==> src/rtl/slsfp_pkg.sv <==
// Shared definitions for the sync/length/sum frame parser.
// Header bytes, length limits, status codes and the result record.
// No dependencies.
`default_nettype none

package slsfp_pkg;

    localparam int MAX_FRAME_DEF = 256;
    localparam int MIN_FRAME     = 7;
    localparam int POS_W         = 9;

    localparam logic [7:0] HDR0 = 8'h55;
    localparam logic [7:0] HDR1 = 8'hAA;
    localparam logic [7:0] HDR2 = 8'h01;

    typedef enum logic [2:0] {
        ST_IN_FRAME = 3'd0,
        ST_GOOD     = 3'd1,
        ST_BAD_SUM  = 3'd2,
        ST_DROP     = 3'd3,
        ST_BAD_LEN  = 3'd4,
        ST_CLEARED  = 3'd5
    } status_t;

    typedef enum logic [6:0] {
        PH_HUNT   = 7'b000_0001,
        PH_HDR1   = 7'b000_0010,
        PH_HDR2   = 7'b000_0100,
        PH_LEN_HI = 7'b000_1000,
        PH_LEN_LO = 7'b001_0000,
        PH_DATA   = 7'b010_0000,
        PH_LAST   = 7'b100_0000
    } phase_t;

    typedef struct packed {
        status_t          status;
        logic [7:0]       frame_byte;
        logic [POS_W-1:0] byte_position;
    } result_t;

endpackage

`default_nettype wire

==> src/rtl/slsfp_parse_core.sv <==
// Parser state machine: header hunt, length capture, byte count and sum.
// Updates state on each accepted transfer and forms its result combinationally.
// Depends on slsfp_pkg.
`default_nettype none

module slsfp_parse_core
    import slsfp_pkg::*;
#(
    parameter int MAX_FRAME = MAX_FRAME_DEF
) (
    input  wire logic       aclk,
    input  wire logic       aresetn,
    input  wire logic       in_fire,
    input  wire logic       in_cmd,
    input  wire logic [7:0] in_byte,
    output result_t         res
);

    localparam int CW = $clog2(MAX_FRAME + 1);

    phase_t        phase_reg, phase_next;
    logic [CW-1:0] count_reg, count_next;
    logic [7:0]    sum_reg, sum_next;
    logic [7:0]    lhi_reg, lhi_next;
    logic [15:0]   flen_reg, flen_next;

    logic [CW-1:0] count_inc;
    logic [CW-1:0] pos_sel;
    logic [7:0]    sum_add;
    logic [15:0]   len_word;
    logic          len_bad;

    assign count_inc = count_reg + CW'(1);
    assign sum_add   = sum_reg + in_byte;
    assign len_word  = {lhi_reg, in_byte};
    assign len_bad   = (len_word < 16'(MIN_FRAME)) || (17'(len_word) > 17'(MAX_FRAME));

    always_comb begin
        phase_next = phase_reg;
        count_next = count_reg;
        sum_next   = sum_reg;
        lhi_next   = lhi_reg;
        flen_next  = flen_reg;
        pos_sel    = count_inc;
        res.status     = ST_IN_FRAME;
        res.frame_byte = in_byte;

        if (in_cmd) begin
            phase_next     = PH_HUNT;
            count_next     = '0;
            sum_next       = '0;
            lhi_next       = '0;
            flen_next      = '0;
            pos_sel        = '0;
            res.status     = ST_CLEARED;
            res.frame_byte = '0;
        end else begin
            case (phase_reg)
                PH_HDR1, PH_HDR2: begin
                    if (in_byte != ((phase_reg == PH_HDR1) ? HDR1 : HDR2)) begin
                        phase_next = PH_HUNT;
                        count_next = '0;
                        sum_next   = '0;
                        pos_sel    = '0;
                        res.status = ST_DROP;
                    end else begin
                        phase_next = (phase_reg == PH_HDR1) ? PH_HDR2 : PH_LEN_HI;
                        count_next = count_inc;
                        sum_next   = sum_add;
                    end
                end
                PH_LEN_HI: begin
                    lhi_next   = in_byte;
                    phase_next = PH_LEN_LO;
                    count_next = count_inc;
                    sum_next   = sum_add;
                end
                PH_LEN_LO: begin
                    flen_next = len_word;
                    if (len_bad) begin
                        phase_next = PH_HUNT;
                        count_next = '0;
                        sum_next   = '0;
                        res.status = ST_BAD_LEN;
                    end else begin
                        phase_next = PH_DATA;
                        count_next = count_inc;
                        sum_next   = sum_add;
                    end
                end
                PH_DATA: begin
                    if (17'(count_inc) == 17'(flen_reg) - 17'd1) begin
                        phase_next = PH_LAST;
                    end
                    count_next = count_inc;
                    sum_next   = sum_add;
                end
                PH_LAST: begin
                    res.status = (sum_add == 8'd0) ? ST_GOOD : ST_BAD_SUM;
                    phase_next = PH_HUNT;
                    count_next = '0;
                    sum_next   = '0;
                end
                default: begin
                    if (in_byte != HDR0) begin
                        phase_next = PH_HUNT;
                        count_next = '0;
                        sum_next   = '0;
                        pos_sel    = '0;
                        res.status = ST_DROP;
                    end else begin
                        phase_next = PH_HDR1;
                        count_next = CW'(1);
                        sum_next   = in_byte;
                        pos_sel    = CW'(1);
                    end
                end
            endcase
        end
        res.byte_position = POS_W'(pos_sel);
    end

    always_ff @(posedge aclk) begin
        if (!aresetn) begin
            phase_reg <= PH_HUNT;
            count_reg <= '0;
            sum_reg   <= '0;
            lhi_reg   <= '0;
            flen_reg  <= '0;
        end else if (in_fire) begin
            phase_reg <= phase_next;
            count_reg <= count_next;
            sum_reg   <= sum_next;
            lhi_reg   <= lhi_next;
            flen_reg  <= flen_next;
        end
    end

endmodule

`default_nettype wire

==> src/rtl/slsfp_out_reg.sv <==
// Result register stage with stream handshake towards the consumer.
// Takes a new result whenever empty or being drained in the same cycle.
// Depends on slsfp_pkg.
`default_nettype none

module slsfp_out_reg
    import slsfp_pkg::*;
(
    input  wire logic        aclk,
    input  wire logic        aresetn,
    input  wire logic        in_valid,
    output logic             in_ready,
    input  wire result_t     in_res,
    output logic             m_tvalid,
    input  wire logic        m_tready,
    output logic [23:0]      m_tdata,   // frame_byte[7:0], byte_position[16:8], zero pad
    output logic [2:0]       m_tuser    // status
);

    logic    valid_reg;
    result_t res_reg;

    assign in_ready = !valid_reg || m_tready;
    assign m_tvalid = valid_reg;
    assign m_tdata  = {7'd0, res_reg.byte_position, res_reg.frame_byte};
    assign m_tuser  = res_reg.status;

    always_ff @(posedge aclk) begin
        if (!aresetn) begin
            valid_reg <= 1'b0;
        end else if (in_ready) begin
            valid_reg <= in_valid;
        end
    end

    always_ff @(posedge aclk) begin
        if (in_ready && in_valid) begin
            res_reg <= in_res;
        end
    end

endmodule

`default_nettype wire

==> src/rtl/sync_length_sum_frame_parser_unit.sv <==
// Sync/length/sum frame parser, top level.
// Joins the parser state machine to the result register stage.
// Depends on slsfp_pkg, slsfp_parse_core, slsfp_out_reg.
//
// One received byte per input transfer (s_tuser high clears the parser).
// The parser hunts for 55 AA 01, reads a big-endian total length, counts
// bytes to the end of the frame and checks that the 8-bit sum of all frame
// bytes is zero. Every transfer yields exactly one result transfer with the
// echoed byte (zero on a clear), its frame position and a status. One
// transfer per cycle unless m_tready stalls the full result register, which
// presents each result in the cycle after its transfer. Lengths under 7 or
// above MAX_FRAME are reported as bad length on the second length byte.
`default_nettype none

module sync_length_sum_frame_parser_unit
    import slsfp_pkg::*;
#(
    parameter int MAX_FRAME = MAX_FRAME_DEF
) (
    input  wire logic        aclk,
    input  wire logic        aresetn,
    input  wire logic        s_tvalid,
    output logic             s_tready,
    input  wire logic [7:0]  s_tdata,   // rx_byte
    input  wire logic        s_tuser,   // cmd
    output logic             m_tvalid,
    input  wire logic        m_tready,
    output logic [23:0]      m_tdata,   // frame_byte[7:0], byte_position[16:8], zero pad
    output logic [2:0]       m_tuser    // status
);

    logic    fire;
    result_t res;

    assign fire = s_tvalid && s_tready;

    slsfp_parse_core #(
        .MAX_FRAME (MAX_FRAME)
    ) u_core (
        .aclk    (aclk),
        .aresetn (aresetn),
        .in_fire (fire),
        .in_cmd  (s_tuser),
        .in_byte (s_tdata),
        .res     (res)
    );

    slsfp_out_reg u_out (
        .aclk     (aclk),
        .aresetn  (aresetn),
        .in_valid (s_tvalid),
        .in_ready (s_tready),
        .in_res   (res),
        .m_tvalid (m_tvalid),
        .m_tready (m_tready),
        .m_tdata  (m_tdata),
        .m_tuser  (m_tuser)
    );

endmodule

`default_nettype wire
==> config.mk <==
export PLATFORM = sky130hd
export DESIGN_NAME = sync_length_sum_frame_parser_unit
export DESIGN_NICKNAME = d
export VERILOG_FILES = /design/src/rtl/slsfp_pkg.sv /design/src/rtl/slsfp_parse_core.sv /design/src/rtl/slsfp_out_reg.sv /design/src/rtl/sync_length_sum_frame_parser_unit.sv
export SDC_FILE = /design/constraint.sdc
export NUM_CORES = 1
export LEC_CHECK = 0
export BUFFER_PORTS_ARGS = -buffer_cell sky130_fd_sc_hd__buf_2
export CORE_UTILIZATION = 45
export DETAILED_ROUTE_END_ITERATION = 16
export GPL_TIMING_DRIVEN = 0
export PLACE_DENSITY = 0.76
export RECOVER_POWER = 50
export REMOVE_ABC_BUFFERS = 1
export SYNTH_ARGS = -nofsm -noshare
export SYNTH_HDL_FRONTEND = slang
export SYNTH_SLANG_ARGS = --single-unit
==> constraint.sdc <==
create_clock -name aclk -period 5.6 [get_ports aclk]
set_clock_uncertainty 0.15 [all_clocks]
set_input_delay 0.84 -clock aclk [delete_from_list [all_inputs] [get_ports aclk]]
set_output_delay 0.84 -clock aclk [all_outputs]
set_load 0.005 [all_outputs]
* Yosys cells after proc, flatten, opt, wreduce, memory -nomap -nowiden
Cells that the tools add are included. W data, S select, Z words.
Storage, ports and cells: register bits 69, input bits 13, output and inout port bits 29, word-level logic and storage cells 65
Operators by class: add/subtract/negate cells 3, $lt $le $gt $ge 2, eq/ne operators 10, muxes and demuxes 28, reduce and logical (&&, ||, !) cells 13
Operators with widths (number):
- $mux W8 | 7
- $pmux W9 S4 | 1
- $pmux W7 S5 | 1
- $mux W16 | 2
- $pmux W8 S4 | 1
- $mux W9 | 3
- $mux W7 | 3
- $pmux W9 S2 | 1
- $eq A9 B17 Y1 | 1
- $sub A16 B1 Y17 const B | 1
- $gt A16 B9 Y1 const B | 1
- $lt A16 B3 Y1 const B | 1
- $pmux W3 S4 | 1
- $add A9 B1 Y9 const B | 1
- $add A8 B8 Y8 | 1
- $logic_not A8 Y1 | 1
- $mux W2 | 4
- $ne A8 B7 Y1 const B | 1
- $ne A8 B8 Y1 | 1
- $eq A7 B2 Y1 const B | 1
- $eq A7 B3 Y1 const B | 1
- $eq A7 B4 Y1 const B | 1
- $eq A7 B5 Y1 const B | 1
- $eq A7 B6 Y1 const B | 1
- 13 further kinds | 18

* Depth between registers and ports, before layout
depth in word-level cells 6, depth in mapped cells 10, mapped depth without buffers 10

* Hierarchy
From an unflattened synthesis, not the netlist that was laid out.
Second synthesis, totals: cell total of the unflattened synthesis 412, area total of the unflattened synthesis 3848.7 sq um
Modules (own cells, without submodules):
- slsfp_parse_core | times used 1, cells an instance 378, area an instance 3128.0 sq um, seq. area each 960.9 sq um
- slsfp_out_reg | times used 1, cells an instance 33, area an instance 714.4 sq um, seq. area each 620.6 sq um
- sync_length_sum_frame_parser_unit | times used 1, cells an instance 1, area an instance 6.3 sq um, seq. area each 0.0 sq um

* Worst setup path before layout
Ideal clock, no wire load.
path type input port to flip-flop, from input port s_tdata[0], to register u_out.res_reg (netlist bit u_out.m_tuser[1]) (data pin), setup time 0.256 ns, arrival time 2.543 ns, path slack 2.651 ns, stages 10, path buffers 0, cells stage by stage ha_1 inv_1 fa_1 nor2b_1 o21ai_0 a21oi_1 nor2_1 nor4b_1 a21oi_1 o211a_1
On the way: longest elaborated chain between the ends 4
Ends and longest elaborated chain:
- start: declaration | RTL line sync_length_sum_frame_parser_unit.sv:24 | input wire logic [7:0] s_tdata,
- $add A8 B8 Y8 | RTL line slsfp_parse_core.sv:34 | assign sum_add = sum_reg + in_byte;
- $logic_not A8 Y1 | RTL line slsfp_parse_core.sv:99 | res.status = (sum_add == 8'd0) ? ST_GOOD : ST_BAD_SUM;
- $mux W2 | RTL line slsfp_parse_core.sv:99
- $pmux W3 S4 * | RTL line slsfp_parse_core.sv:58 | case (phase_reg)
- end signal: assignment | RTL line slsfp_out_reg.sv:38 | res_reg <= in_res;
- end: declaration | RTL line slsfp_out_reg.sv:21 | result_t res_reg;
Every way passes the cells marked *; elsewhere a longest branch is shown, timed or not. A chain may end at the register's enable or synchronous reset.

* Worst setup path in the final report
from input port m_tready, to register u_core.phase_reg[5]
On the way: longest elaborated chain between the ends 3
Ends and longest elaborated chain:
- start: declaration | RTL line sync_length_sum_frame_parser_unit.sv:27 | input wire logic m_tready,
- $logic_or A1 B1 Y1 | RTL line slsfp_out_reg.sv:23 | assign in_ready = !valid_reg || m_tready;
- $logic_and A1 B1 Y1 | RTL line sync_length_sum_frame_parser_unit.sv:35 | assign fire = s_tvalid && s_tready;
- net fire | RTL line sync_length_sum_frame_parser_unit.sv:32 | logic fire;
- $reduce_and A2 Y1 (no line)
- end signal: assignment | RTL line slsfp_parse_core.sv:131 | phase_reg <= phase_next;
- end: declaration | RTL line slsfp_parse_core.sv:21 | phase_t phase_reg, phase_next;
The timed path passes the listed nets, and every way through them passes these cells.

==> impl_metrics.ini <==
[clock_network]
cts_tree = done
htreeDepth = 3
cts-resized-gates = 0
post_cts_buffers = 0
root_buffer = clkbuf_8
holdBufCountCts = 0
clock_tree.buffer_depth = 2
cts-buffers-inserted = 9
cts_sinks = 69
clkTransAtPathRegs_ns = 0.09
insertion_delay_ns = 0.37

[timing]
max_slew_margin_pct = -16.00
tightest_slew_ns = 1.740
setup_viol = 0
fin_ws_ns = 2.305
fin_crit_sh_pct = 58.85
fmax_mhz = 303.4
setup_tns_ns = 0
slew_violations = 49
hold_violations = 0
period_needed_ns = 3.295
rsz0062_at_grt = no

[critical_path]
reg2reg_slack_ns = 2.35
critPathCaptureType = register
crit_buf_inv = 2
r2r_cells = 8
crit_path_top_delay_cell = inv_1
worst-path-max-fanout = 23
critical_path.max_stage_delay_ns = 0.94
startpoint = m_tready
crit_end = u_core.phase_reg[5]
crit_required_ns = 5.70
start_kind = input pin
path_delay_family = buffers and inverters
crit_cells = 7
r2r-start = u_core.count_reg[0]
path_cells = buf_2 -> nand2b_1 -> nand2_1 -> inv_1 -> o21ai_0 -> and2_1 -> a32o_2
arrival_ns = 3.40
crit_type = input pin to register
r2r-end = u_core.phase_reg[5]

[cells_and_area]
final_common_cell = dfxtp_1
final_nets = 484
largest_reg_flops = 17
num_antenna_cells = 0
area_growth_pct = 9.842
drive_above_1_share_pct = 10.30
mostFrequentLayoutCells = dfxtp_1, nor2b_1, nor2_1, nand2_1, inv_1

[status]
outcome = complete, but fails checks
failed_checks = max-capacitance violations, max-slew violations

[place]
hpwlAfterDp_um = 6459
pre_cts_slack_ns = 1.930
gp_congestion = 0.8801
port_buffers = 34

[yosys]
ys_ff_latch = 69
avgSynthCellArea_um2 = 9.110
synthCells = 434
ys.flop_type = dfxtp_1
syn_area_mm2 = 0.003954
ys_seq_area_share_pct = 40.00
yosysUniqueCellTypes = 70
synth_edf_count = 20
ys_warn_count = 0
async_flop_share_pct = 0

[power]
irDropWorstVdd_uv = 154.3
seq_power_share_pct = 50.8
p_clk_share_pct = 42.0
p_int_uw = 762.7
leakage_uw = 0.001561
pwr-share-comb_pct = 7.1
swShare_pct = 26.61
p_total_uw = 1039
p_switching_uw = 276.5
p_per_area_mw_per_mm2 = 239.3

[die]
core-area_mm2 = 0.008341
dieArea_mm2 = 0.009165
start_util_pct = 47.40
die_w_um = 95.74
boundaryPins = 42
num_rows = 33
die_y_um = 95.74

[grt]
grt_max_degree = 49
grt_use_total_pct = 22.36
grt_pass1_wl_um = 15590
grt_pass1_vias = 3160
grt_overflow = 0
antenna_found_initial = 0

[job]
maxCapViolCount = 1

[drt]
vias_per_cell = 5.802
drt-initial-drc-count = 285
wl_per_cell_um = 16.51
firstDrtPassIters = 6
drcViolationCount = 0
ant_nets = 0
wirelength_um = 9428
vias = 3313

[min_path]
min_path_type = register to register
min-delay-start = u_core.sum_reg[0]
==> metrics by stage <==
step / area [um^2] / hold WS [ns] / utilization [%] / instances
6_report: 4343 / 0.3229 / 52.07 / 571
3_3_place_gp: 4159 / 0.2949 / 49.86 / 555
3_5_place_dp: 4164 / 0.3101 / 49.93 / 555
2_1_floorplan: 3857 / 0.2791 / - / 416
5_1_grt: 4343 / 0.3697 / 52.07 / 571
4_1_cts: 4368 / 0.3300 / 52.37 / 571
==> power by group through the flow <==
stage               sequential [uW]  clock (uW)  combinational, uW
finish                          528         437               74.2
global route                    530         461               82.4
CTS                             528         439               75.0
detailed placement              540           0               74.3
global placement                539           0               72.9
floorplan                       540           0               39.1
==> per-layer routing <==
metal / part of all wire, % / global-route usage (%) / up-vias
li1: - / - / 1588
met1: 44 / 29.27 / 1572
met2: 47 / 35.77 / 137
met3: 7.1 / 4.423 / 16
met4: 1.7 / 9.826 / 0
met5: 0 / 0 / -
==> layout make-up <==
type                    count  area [um^2]
fillers                   777         3998
multi-input cells         322         2185
flip-flops and latches     69         1582
repair buffers             34        147.6
well taps                 105        131.4
clock buffers               9        123.9
inverters                  25        93.84
clock inverters             7        80.08
==> how the worst min path moves through the flow <==
stage,slack [ns],end,cells after the start
after floorplan,0.28,u_core.sum_reg[0],2
after global placement,0.29,u_core.sum_reg[0],2
after detailed placement,0.31,u_core.sum_reg[0],2
after CTS,0.33,u_core.sum_reg[0],2
after global routing,0.37,u_core.sum_reg[0],2
final,0.32,u_core.sum_reg[0],2
==> worst register-to-register path, delay by kind of cell, from the launching register on <==
family,cells,cell delay (ns)
compound gates,1,0.27
xor+xnor,1,0.17
simple gates,5,1.70
flops,1,0.50
fa+ha+maj,1,0.35
==> cells in the mapped netlist, types with 4 or more instances <==
library cell | n | share of area [%]
a21oi_1 | 13 | 1.6
a22oi_1 | 22 | 4.2
and3_1 | 6 | 0.95
buf_4 | 7 | 1.3
clkbuf_1 | 15 | 1.4
dfxtp_1 | 49 | 25
edfxtp_1 | 20 | 15
ha_1 | 9 | 2.8
inv_1 | 25 | 2.4
mux2i_1 | 10 | 2.5
nand2_1 | 28 | 2.7
nand2b_1 | 4 | 0.63
nand3_1 | 14 | 1.8
nand4_1 | 5 | 0.79
nor2_1 | 31 | 2.9
nor2b_1 | 40 | 6.3
nor3_1 | 13 | 1.6
nor3b_1 | 4 | 0.76
nor4_1 | 4 | 0.63
o21ai_0 | 17 | 2.2
or3_1 | 5 | 0.79
xnor2_1 | 21 | 4.7
xor2_1 | 6 | 1.3
==> cell families after synthesis <==
kind of cell    share of synthesized area, %
fa+ha+maj                              3.355
xor+xnor                               7.532
buf+inv                                5.380
mux                                    2.817
compound gates                         15.29
flops                                  40.00
other cells                          0.09485
simple gates                           25.54
(Power assumes the default switching activity.)
